$ cat src/hw/rtl/rwc_pkg.sv
// shared types and constants for the tcp reno window control block
package rwc_pkg;

   // command codes of an input item
   localparam logic [1:0] CMD_ACK     = 2'd0;
   localparam logic [1:0] CMD_TIMEOUT = 2'd1;
   localparam logic [1:0] CMD_RESTART = 2'd2;

   // congestion phase codes
   localparam logic [1:0] PH_SLOW_START    = 2'd0;
   localparam logic [1:0] PH_AVOIDANCE     = 2'd1;
   localparam logic [1:0] PH_FAST_RECOVERY = 2'd2;

   // register byte addresses
   localparam logic [3:0] ADDR_MSS       = 4'h0;
   localparam logic [3:0] ADDR_INIT_THR  = 4'h4;
   localparam logic [3:0] ADDR_START_SEQ = 4'h8;

   // reset values
   localparam logic [15:0] MSS_RESET       = 16'd1024;
   localparam logic [31:0] INIT_THR_RESET  = 32'd65536;
   localparam logic [31:0] START_SEQ_RESET = 32'd0;
   localparam logic [1:0]  DUP_LIMIT       = 2'd3;

   // one input item
   typedef struct packed {
      logic [1:0]  cmd;
      logic [31:0] ack_number;
      logic        checksum_ok;
   } req_data_type;

   // one result item
   typedef struct packed {
      logic [31:0] window_bytes;
      logic [31:0] threshold_bytes;
      logic [1:0]  phase;
      logic        resend_oldest;
      logic        was_duplicate;
   } rsp_data_type;

endpackage

$ cat src/hw/rtl/tcp_reno_window_control.sv
// top level of the tcp reno congestion window control block
//
//  channel   direction  handshake             payload
//  req       in         req_valid/req_stall   rwc_pkg::req_data_type
//  rsp       out        rsp_valid/rsp_stall   rwc_pkg::rsp_data_type
//  csr       in/out     psel/penable/pready   mss, initial_threshold, start_seq
//
// an item passes through accept, execute and result load; a new ack in
// congestion avoidance also waits for the serial divider, which forms the product
// mss*mss, produces one quotient bit per cycle and then signals done.
// one item is worked on at a time; req_stall is high until the result is loaded
// into the output register, which waits there while rsp_stall is high.
// reset is synchronous and restores the register and window state reset values.
module tcp_reno_window_control (
   input  logic                  clock,
   input  logic                  reset,
   input  logic                  req_valid,
   output logic                  req_stall,
   input  rwc_pkg::req_data_type req_data,
   output logic                  rsp_valid,
   input  logic                  rsp_stall,
   output rwc_pkg::rsp_data_type rsp_data,
   input  logic                  psel,
   input  logic                  penable,
   input  logic                  pwrite,
   input  logic [3:0]            paddr,
   input  logic [31:0]           pwdata,
   output logic [31:0]           prdata,
   output logic                  pready
);
   import rwc_pkg::*;

   typedef enum logic [3:0] {
      S_IDLE = 4'b0001,
      S_EXEC = 4'b0010,
      S_DIV  = 4'b0100,
      S_OUT  = 4'b1000
   } state_type;

   // saturating window add
   function automatic logic [31:0] sat_add(input logic [31:0] a, input logic [32:0] b);
      logic [33:0] s;
      s = {2'b00, a} + {1'b0, b};
      return (s[33:32] != 2'b00) ? 32'hFFFF_FFFF : s[31:0];
   endfunction

   state_type    state_ff, state_in;
   logic [15:0]  mss_ff;
   logic [31:0]  init_thr_ff;
   logic [31:0]  start_seq_ff;
   logic [31:0]  window_ff, window_in;
   logic [31:0]  thr_ff, thr_in;
   logic [1:0]   phase_ff, phase_in;
   logic [1:0]   dup_ff, dup_in;
   logic [31:0]  acked_ff, acked_in;
   logic         resend_ff, resend_in;
   logic         isdup_ff, isdup_in;
   req_data_type item_ff;
   logic         rsp_valid_ff, rsp_valid_in;
   rsp_data_type rsp_data_ff;
   logic         req_accept;
   logic         out_free;
   logic         csr_write;
   logic         div_start;
   logic         div_done;
   logic [31:0]  div_quo;
   logic [31:0]  div_dvs;
   logic [1:0]   dup_cnt;
   logic [31:0]  half_win;

   assign req_accept = req_valid && (state_ff == S_IDLE);
   assign req_stall  = (state_ff != S_IDLE);
   assign out_free   = !rsp_valid_ff || !rsp_stall;
   assign csr_write  = psel && penable && pwrite;
   assign pready     = 1'b1;

   // register read mux
   always_comb begin
      unique case (paddr)
         ADDR_MSS:       prdata = {16'd0, mss_ff};
         ADDR_INIT_THR:  prdata = init_thr_ff;
         ADDR_START_SEQ: prdata = start_seq_ff;
         default:        prdata = '0;
      endcase
   end

   // configuration registers
   always_ff @(posedge clock) begin
      if (reset) begin
         mss_ff       <= MSS_RESET;
         init_thr_ff  <= INIT_THR_RESET;
         start_seq_ff <= START_SEQ_RESET;
      end else if (csr_write) begin
         unique case (paddr)
            ADDR_MSS:       mss_ff       <= pwdata[15:0];
            ADDR_INIT_THR:  init_thr_ff  <= pwdata;
            ADDR_START_SEQ: start_seq_ff <= pwdata;
            default:        ;
         endcase
      end
   end

   // avoidance step divider, zero window taken as one
   assign div_dvs = (window_ff == 32'd0) ? 32'd1 : window_ff;

   rwc_div u_div (
      .clock    (clock),
      .reset    (reset),
      .start    (div_start),
      .mss      (mss_ff),
      .divisor  (div_dvs),
      .done     (div_done),
      .quotient (div_quo)
   );

   assign dup_cnt  = (dup_ff < DUP_LIMIT) ? dup_ff + 2'd1 : dup_ff;
   assign half_win = {1'b0, window_ff[31:1]};

   // event sequencer and window state update
   always_comb begin
      state_in     = state_ff;
      window_in    = window_ff;
      thr_in       = thr_ff;
      phase_in     = phase_ff;
      dup_in       = dup_ff;
      acked_in     = acked_ff;
      resend_in    = resend_ff;
      isdup_in     = isdup_ff;
      rsp_valid_in = rsp_valid_ff && rsp_stall;
      div_start    = 1'b0;
      unique case (state_ff)
         S_IDLE: begin
            if (req_accept) begin
               state_in  = S_EXEC;
               resend_in = 1'b0;
               isdup_in  = 1'b0;
            end
         end
         S_EXEC: begin
            state_in = S_OUT;
            priority if (item_ff.cmd == CMD_ACK && item_ff.checksum_ok) begin
               if (item_ff.ack_number <= acked_ff) begin
                  // duplicate ack
                  isdup_in = 1'b1;
                  if (phase_ff == PH_FAST_RECOVERY) begin
                     window_in = sat_add(window_ff, 33'(mss_ff));
                  end else begin
                     dup_in = dup_cnt;
                     if (dup_cnt == DUP_LIMIT) begin
                        thr_in    = half_win;
                        window_in = sat_add(half_win, 33'(mss_ff) * 33'd3);
                        phase_in  = PH_FAST_RECOVERY;
                        resend_in = 1'b1;
                     end
                  end
               end else begin
                  // new ack
                  acked_in = item_ff.ack_number;
                  dup_in   = '0;
                  unique case (phase_ff)
                     PH_SLOW_START: window_in = sat_add(window_ff, 33'(mss_ff));
                     PH_AVOIDANCE: begin
                        div_start = 1'b1;
                        state_in  = S_DIV;
                     end
                     default: begin
                        window_in = thr_ff;
                        phase_in  = PH_AVOIDANCE;
                     end
                  endcase
               end
               // leave slow start once the window reaches the threshold
               if (phase_in == PH_SLOW_START && window_in >= thr_in) begin
                  phase_in = PH_AVOIDANCE;
               end
            end else if (item_ff.cmd == CMD_TIMEOUT) begin
               thr_in    = half_win;
               window_in = {16'd0, mss_ff};
               dup_in    = '0;
               phase_in  = PH_SLOW_START;
               resend_in = 1'b1;
            end else if (item_ff.cmd == CMD_RESTART) begin
               window_in = {16'd0, mss_ff};
               thr_in    = init_thr_ff;
               acked_in  = start_seq_ff;
               dup_in    = '0;
               phase_in  = PH_SLOW_START;
            end else begin
               // ignored ack or unused command
            end
         end
         S_DIV: begin
            if (div_done) begin
               window_in = sat_add(window_ff, {1'b0, div_quo});
               state_in  = S_OUT;
            end
         end
         S_OUT: begin
            if (out_free) begin
               rsp_valid_in = 1'b1;
               state_in     = S_IDLE;
            end
         end
         default: state_in = S_IDLE;
      endcase
   end

   // control and window state registers
   always_ff @(posedge clock) begin
      if (reset) begin
         state_ff     <= S_IDLE;
         window_ff    <= 32'(MSS_RESET);
         thr_ff       <= INIT_THR_RESET;
         phase_ff     <= PH_SLOW_START;
         dup_ff       <= '0;
         acked_ff     <= START_SEQ_RESET;
         resend_ff    <= 1'b0;
         isdup_ff     <= 1'b0;
         rsp_valid_ff <= 1'b0;
      end else begin
         state_ff     <= state_in;
         window_ff    <= window_in;
         thr_ff       <= thr_in;
         phase_ff     <= phase_in;
         dup_ff       <= dup_in;
         acked_ff     <= acked_in;
         resend_ff    <= resend_in;
         isdup_ff     <= isdup_in;
         rsp_valid_ff <= rsp_valid_in;
      end
   end

   // input item and result payload registers
   always_ff @(posedge clock) begin
      if (req_accept) begin
         item_ff <= req_data;
      end
      if (state_ff == S_OUT && out_free) begin
         rsp_data_ff.window_bytes    <= window_ff;
         rsp_data_ff.threshold_bytes <= thr_ff;
         rsp_data_ff.phase           <= phase_ff;
         rsp_data_ff.resend_oldest   <= resend_ff;
         rsp_data_ff.was_duplicate   <= isdup_ff;
      end
   end

   assign rsp_valid = rsp_valid_ff;
   assign rsp_data  = rsp_data_ff;

endmodule

$ cat src/hw/rtl/rwc_div.sv
// multiply-then-divide unit: floor(mss*mss/divisor), one quotient bit per cycle
module rwc_div (
   input  logic        clock,
   input  logic        reset,
   input  logic        start,
   input  logic [15:0] mss,
   input  logic [31:0] divisor,
   output logic        done,
   output logic [31:0] quotient
);
   import rwc_pkg::*;

   logic        busy_ff, busy_in;
   logic        done_ff, done_in;
   logic [4:0]  cnt_ff, cnt_in;
   logic [31:0] quo_ff, quo_in;
   logic [31:0] rem_ff, rem_in;
   logic [31:0] dvs_ff, dvs_in;
   logic [32:0] trial;
   logic [32:0] diff;

   // one restoring step: shift in the next dividend bit and try a subtract
   always_comb begin
      trial = {rem_ff, quo_ff[31]};
      diff  = trial - {1'b0, dvs_ff};
   end

   // sequencer of the iterations
   always_comb begin
      busy_in = busy_ff;
      done_in = 1'b0;
      cnt_in  = cnt_ff;
      quo_in  = quo_ff;
      rem_in  = rem_ff;
      dvs_in  = dvs_ff;
      if (start) begin
         busy_in = 1'b1;
         cnt_in  = '0;
         quo_in  = 32'(mss) * 32'(mss);
         rem_in  = '0;
         dvs_in  = divisor;
      end else if (busy_ff) begin
         if (diff[32]) begin
            rem_in = trial[31:0];
            quo_in = {quo_ff[30:0], 1'b0};
         end else begin
            rem_in = diff[31:0];
            quo_in = {quo_ff[30:0], 1'b1};
         end
         cnt_in = cnt_ff + 5'd1;
         if (cnt_ff == 5'd31) begin
            busy_in = 1'b0;
            done_in = 1'b1;
         end
      end
   end

   // control registers
   always_ff @(posedge clock) begin
      if (reset) begin
         busy_ff <= 1'b0;
         done_ff <= 1'b0;
         cnt_ff  <= '0;
      end else begin
         busy_ff <= busy_in;
         done_ff <= done_in;
         cnt_ff  <= cnt_in;
      end
   end

   // datapath registers
   always_ff @(posedge clock) begin
      quo_ff <= quo_in;
      rem_ff <= rem_in;
      dvs_ff <= dvs_in;
   end

   assign done     = done_ff;
   assign quotient = quo_ff;

endmodule
$ cat config.mk
export PLATFORM = sky130hd
export DESIGN_NAME = tcp_reno_window_control
export DESIGN_NICKNAME = d
export VERILOG_FILES = /design/src/hw/rtl/rwc_pkg.sv /design/src/hw/rtl/tcp_reno_window_control.sv /design/src/hw/rtl/rwc_div.sv
export SDC_FILE = /design/constraint.sdc
export NUM_CORES = 2
export LEC_CHECK = 0
export BUFFER_PORTS_ARGS = -buffer_cell sky130_fd_sc_hd__buf_4
export CORE_ASPECT_RATIO = 0.9
export CORE_MARGIN = 2
export CORE_UTILIZATION = 57
export CTS_CLUSTER_DIAMETER = 50
export DETAILED_ROUTE_END_ITERATION = 10
export PLACE_DENSITY = 0.78
export SLEW_MARGIN = 20
export SYNTH_ARGS = -nofsm -noshare
export SYNTH_HDL_FRONTEND = slang
export SYNTH_SLANG_ARGS = --single-unit
$ cat constraint.sdc
create_clock -name clock -period 6.8 [get_ports clock]
set_input_delay 0.68 -clock clock [delete_from_list [all_inputs] [get_ports clock]]
set_output_delay 0.68 -clock clock [all_outputs]
set_load 0.03 [all_outputs]
# ---- Yosys cells after proc, flatten, opt, wreduce, memory -nomap -nowiden
# Cells that the tools add are included.
dict set report totals {
  regBits 393
  in_bits 78
  latch_bits 0
  mem_bits_rw 0
  mem_bits_ro 0
  word_cells 172
  mem_count 0
}
dict set report classes {
  n_mul 2
  bitwise 1
  reduce_logical 36
  addsub 6
  n_eq_ne 26
  div_mod_pow 0
  n_lt_le_gt_ge 3
  mux 72
  shift 0
}
# operator n
set ops {}
lappend ops {{32-bit 2-to-1 mux} 27}
lappend ops {{32-bit one-hot mux with 2 select lines} 2}
lappend ops {{32-bit one-hot mux with 3 select lines} 1}
lappend ops {{32-bit by 16-bit adder with 33-bit output} 1}
lappend ops {{32-bit by 32-bit adder with 33-bit output} 1}
lappend ops {{33-bit by 32-bit subtractor with 33-bit output} 1}
lappend ops {{31-bit by 18-bit adder with 32-bit output} 1}
lappend ops {{32-bit >= comparator} 1}
lappend ops {{32-bit less-or-equal comparator} 1}
lappend ops {{32-bit logical NOT} 1}
lappend ops {{16-bit by 16-bit multiplier with 32-bit output} 1}
lappend ops {{2-bit 2-to-1 mux} 14}
lappend ops {{4-bit 2-to-1 mux} 6}
lappend ops {{1-bit 2-to-1 mux} 19}
lappend ops {{16-bit by 2-bit multiplier with 18-bit output (second input constant)} 1}
lappend ops {{4-bit one-hot mux with 4 select lines} 1}
lappend ops {{3-bit inequality test (second input constant)} 5}
lappend ops {{2-bit inequality test (second input constant)} 6}
lappend ops {{2-bit nonzero test} 6}
lappend ops {{3-bit AND reduction} 3}
lappend ops {{4-bit by 3-bit == test with 1-bit output (second input constant)} 2}
lappend ops {{4-bit == test (second input constant)} 2}
lappend ops {{2-bit AND reduction} 4}
lappend ops {{4-bit AND reduction} 2}
lappend ops {{other kinds (23)} 37}

# ---- Logic depth before layout (Yosys ltp)
dict set report depth {
  word_depth 12
  depth_mapped 27
  mapped_depth_nobuf 25
}

# ---- Modules after synthesis
# From an unflattened synthesis, not the netlist that was laid out.
dict set report unflattened {
  hier_cells 3759
  hier_area_um2 32667.6
}
# mod cells_per_inst seq_area_each_um2 instances area_per_inst_um2
set modules_own_cells {}
lappend modules_own_cells {tcp_reno_window_control 2320 6836.6 1 19249.7}
lappend modules_own_cells {rwc_div 1439 2702.6 1 13417.9}

# ---- Worst setup path after synthesis
# No wires, ideal clock.
dict set report synth_path {
  path_type {register -> register}
  startpoint {register mss_ff[2]}
  endpoint {register u_div.quo_ff[30], in the netlist u_div.quotient[30], data pin}
  arrival_time_ns 6.133
  stages_incl_launch_ff 23
  setup_slack_ns 0.398
  n_path_buf 1
  period_less_slack_ns 6.402
  path_cell_list {dfxtp_1 -> clkbuf_1 -> nand2_1 -> fa_1 -> fa_1 -> inv_1 -> fa_1 -> fa_1 -> fa_1 -> inv_1 -> fa_1 -> inv_1 -> ha_1 -> a21o_1 -> a21o_1 -> a211o_1 -> o211ai_1 -> a21oi_1 -> a311oi_2 -> o211ai_1 -> a31oi_1 -> xor2_1 -> o21ai_0}
}
dict set report synth_between {
  elab_chain_len 2
}
# item line
set synth_lines {}
lappend synth_lines {{from (decl)} tcp_reno_window_control.sv:48} ;# logic [15:0] mss_ff;
lappend synth_lines {{from (signal assigned)} tcp_reno_window_control.sv:95} ;# ADDR_MSS: mss_ff <= pwdata[15:0];
lappend synth_lines {{16-bit by 16-bit multiplier with 32-bit output} rwc_div.sv:39} ;# quo_in = 32'(mss) * 32'(mss);
lappend synth_lines {{32-bit 2-to-1 mux} rwc_div.sv:36} ;# if (start) begin
lappend synth_lines {{via u_div.quo_in[30]} rwc_div.sv:16} ;# logic [31:0] quo_ff, quo_in;
lappend synth_lines {{to (signal assigned)} rwc_div.sv:73} ;# quo_ff <= quo_in;
lappend synth_lines {{to (decl)} rwc_div.sv:16}
# The timed path passes the listed nets, and every way through them passes these cells.
# A chain may end at the register's enable or synchronous reset.

# ---- Worst setup path after layout
dict set report layout_path {
  startpoint {register mss_ff[11]}
  endpoint {register u_div.quo_ff[30], in the netlist u_div.quotient[30], data pin}
}
# The elaborated chain is that of the path after synthesis.

==> impl_results.md <==
* Reg clk slew, reported paths at 0.06 ns
* Diodes inserted at 0
* Clock buffer depth at 3
* Top-Level Pins at 181
* Number of synthesized register bits at 393
* Pins Over Slew Limit at 0
* Remaining Overflow, GRT at 0
* Crit. End Element: flop
* Arr. time, crit path at around 6.8 ns
* NetSw at 1547 uW
* Tcrit/Tclk final at a little over nine tenths
* Clk root buf: clkbuf_16
* Placed Cells at 4382
* WL final at around 96000 um
* Largest register FFs at 68
* Die Width at 253.0 um
* Hold WS at 0.2562 ns
* Core Util, Final at roughly 64%
* Remaining antenna violation count after routing at 0
* Place WS at ~0.12 ns
* Bufs and invs on worst path at 4
* Critical path class: flop to flop
* Port bufs at about 180
* DP Wirelength at ~73000 um
* Min cycle time layout at roughly 6.5 ns
* CP peak stage delay at between 0.5 and 0.6 ns
* Setup Viol. Count Final at 0
* Max IR drop VDD at approximately 0.17 mV
* Pre-antenna DRT Iters at 6
* Rows at 82
* Sequential share of the synthesized area at about 30%
* Layout Nets at ~4.3k
* Final setup margin at slightly below 0.3 ns
* Critical Path Source Type: flop
* Ys flop type: dfxtp_1
* Initial antenna violation count at 0
* Share of the synthesized area in the top cell type at roughly 16%
* Crit Path Max Fanout at 16
* Slew Limit Headroom at 24.29%
* CORE AREA at around 0.055 sq mm
* Crit path top cell by count: fa_1
* P_leak at between 0.015 and 0.02 uW
* Die Y-Extent at around 230 um
* Status: finished, final reports clean
* Net Sw Frac at 26.63%
* P_int at between 4000 and 5000 uW
* Post-Synthesis Cells at between 3k and 4k
* DR WL/cell at around 22 um
* Iter 0 DRT Violations at 2960
* CP cell instances: buf_4, nand2_1, fa_1, fa_1, inv_1, fa_1, fa_1, fa_1, inv_1, fa_1, inv_1, ha_1, a21o_1, a21o_1, a211o_1, o211ai_1, a21oi_1, a311oi_4, o211ai_1, a31oi_1, xor2_1, o21ai_0
* Worst clock skew at roughly 0.022 ns
* Setup TNS at 0 ns
* Crit path max-delay family: adder cells
* CTS tree: done
* Number of buffers created by CTS at 47
* Initial Util at a little under three fifths
* Die area at ~0.058 sq mm
* Via count at approximately 28k
* P per Cell Area at around 160 mW/mm^2
* Largest area contributor in the netlist: edfxtp_1
* First-pass GRT wire length at roughly 150000 um
* Asr flop ratio synth at 0%
* Tot GR Track Use at around a third
* # DRC at 0
* Maximum clock frequency at between 0.15 and 0.2 GHz
* Top post-synthesis cells by count: nand2_1, inv_1, a21oi_1
* Vias in the first global route at 26.56k
* Layout Cells excl Fill at about 4.5k
* Max Cap Violations at 0
* Fin. Hold Viols at 0
* Avg Cell Area, Syn at ~9 sq um
* Hold WC Path Type: primary input to flop
* Fraction of layout cells with a size suffix above 1 at a little over a tenth
* Post-Syn Area at approximately 0.032 sq mm
* YS warnings at 0
* Worst slew pin tran at around 1.1 ns
* Sequential group share of total power at 44.2%
* H-tree depth at 2
* Area contributors post-synth: edfxtp_1, dfxtp_1, fa_1, ha_1, nand2_1
* Clk_lat worst skew at 0.60 ns
* Clock Power Share at a little over two fifths
* # clock sinks at just under 400
* Mapped Nets at 4166
* EDFF count, synth at around 170
* WP data required at just over 7 ns
* Area grow syn2layout at 11.76%
* Critical-path top delay cell: fa_1
* Top-count cell post-synth: nand2_1
* RSZ-0062 raised after global routing: false
* Setup bufs post-CTS at 0
* Largest net degree at the start of global routing at around 160
* Routability Congestion at between 0.9 and 1
* Vias per cell at roughly 6.3
* Proportion of power drawn by combinational gates at approximately an eighth
* Count of different cell masters after synthesis at 90
==> power groups by stage <==
stage	Combinational, uW	Sequential, uW	Clock [uW]
2_1_floorplan	515	2590	0
3_3_place_gp	675	2610	0
3_5_place_dp	689	2610	0
4_1_cts	694	2560	2550
5_1_grt	780	2570	2650
6_report	712	2560	2530
==> logic make-up after synthesis <==
group | share of synthesized area, %
buf+inv | 6.531
fa+ha+maj | 22.86
xor+xnor | 3.663
other cells | 0.01179
compound gates | 19.78
mux | 2.770
simple gates | 14.39
flops | 30.00
==> placed cells by master (no fill, tap or decap), types with 66 or more instances in the layout <==
master	synthesis	final
ha_1	285	285
a21oi_1	304	302
fa_1	185	185
edfxtp_1	167	167
o21ai_0	160	160
mux2i_1	82	82
a211oi_1	66	66
buf_4	3	262
nor2_1	250	250
xnor2_1	85	85
a21o_1	81	81
dfxtp_1	226	217
nand2_1	465	465
inv_1	324	323
==> layer usage <==
metal	global-route usage (%)	part of all wire, %	up-vias
li1	-	-	12937
met1	47.31	42	13286
met2	49.92	43	1459
met3	5.831	9.9	265
met4	12.94	4.3	0
met5	0	0	-
==> repair_timing <==
| item | CTS | global route |
|---|---|---|
| resized for setup | 0 | 12 |
| setup endpoints to repair | 0 | 6 |
| hold buffers | 0 | 0 |
==> per-stage QoR <==
| step | power, uW | instance area [sq um] |
|---|---|---|
| final | 5809 | 35540 |
| after global routing | 6000 | 35540 |
| after CTS | 5809 | 35490 |
| after detailed placement | 3303 | 33940 |
| after global placement | 3287 | 33940 |
| after floorplan | 3108 | 31800 |
==> worst paths after layout <==
kind	start	slack [ns]	cells after the start	end
max	mss_ff[11]	0.30	22	u_div.quotient[30]
min	req_data[26]	0.26	1	item_ff[26]
max reg2reg	mss_ff[11]	0.30	22	u_div.quotient[30]
min reg2reg	isdup_ff	0.44	0	rsp_data[0]
==> layout make-up <==
class                           count  area [sq um]
Inverter                          328          1231
Clock inverter                     21         201.4
Clock buffer                       66          1349
Sequential cell                   393          9550
Timing Repair Buffer              266          2029
Tap cell                          714         893.4
Fill cell                        4655         19860
Multi-Input combinational cell   2682         20290
No activity file was read; power rests on OpenSTA's default activity.
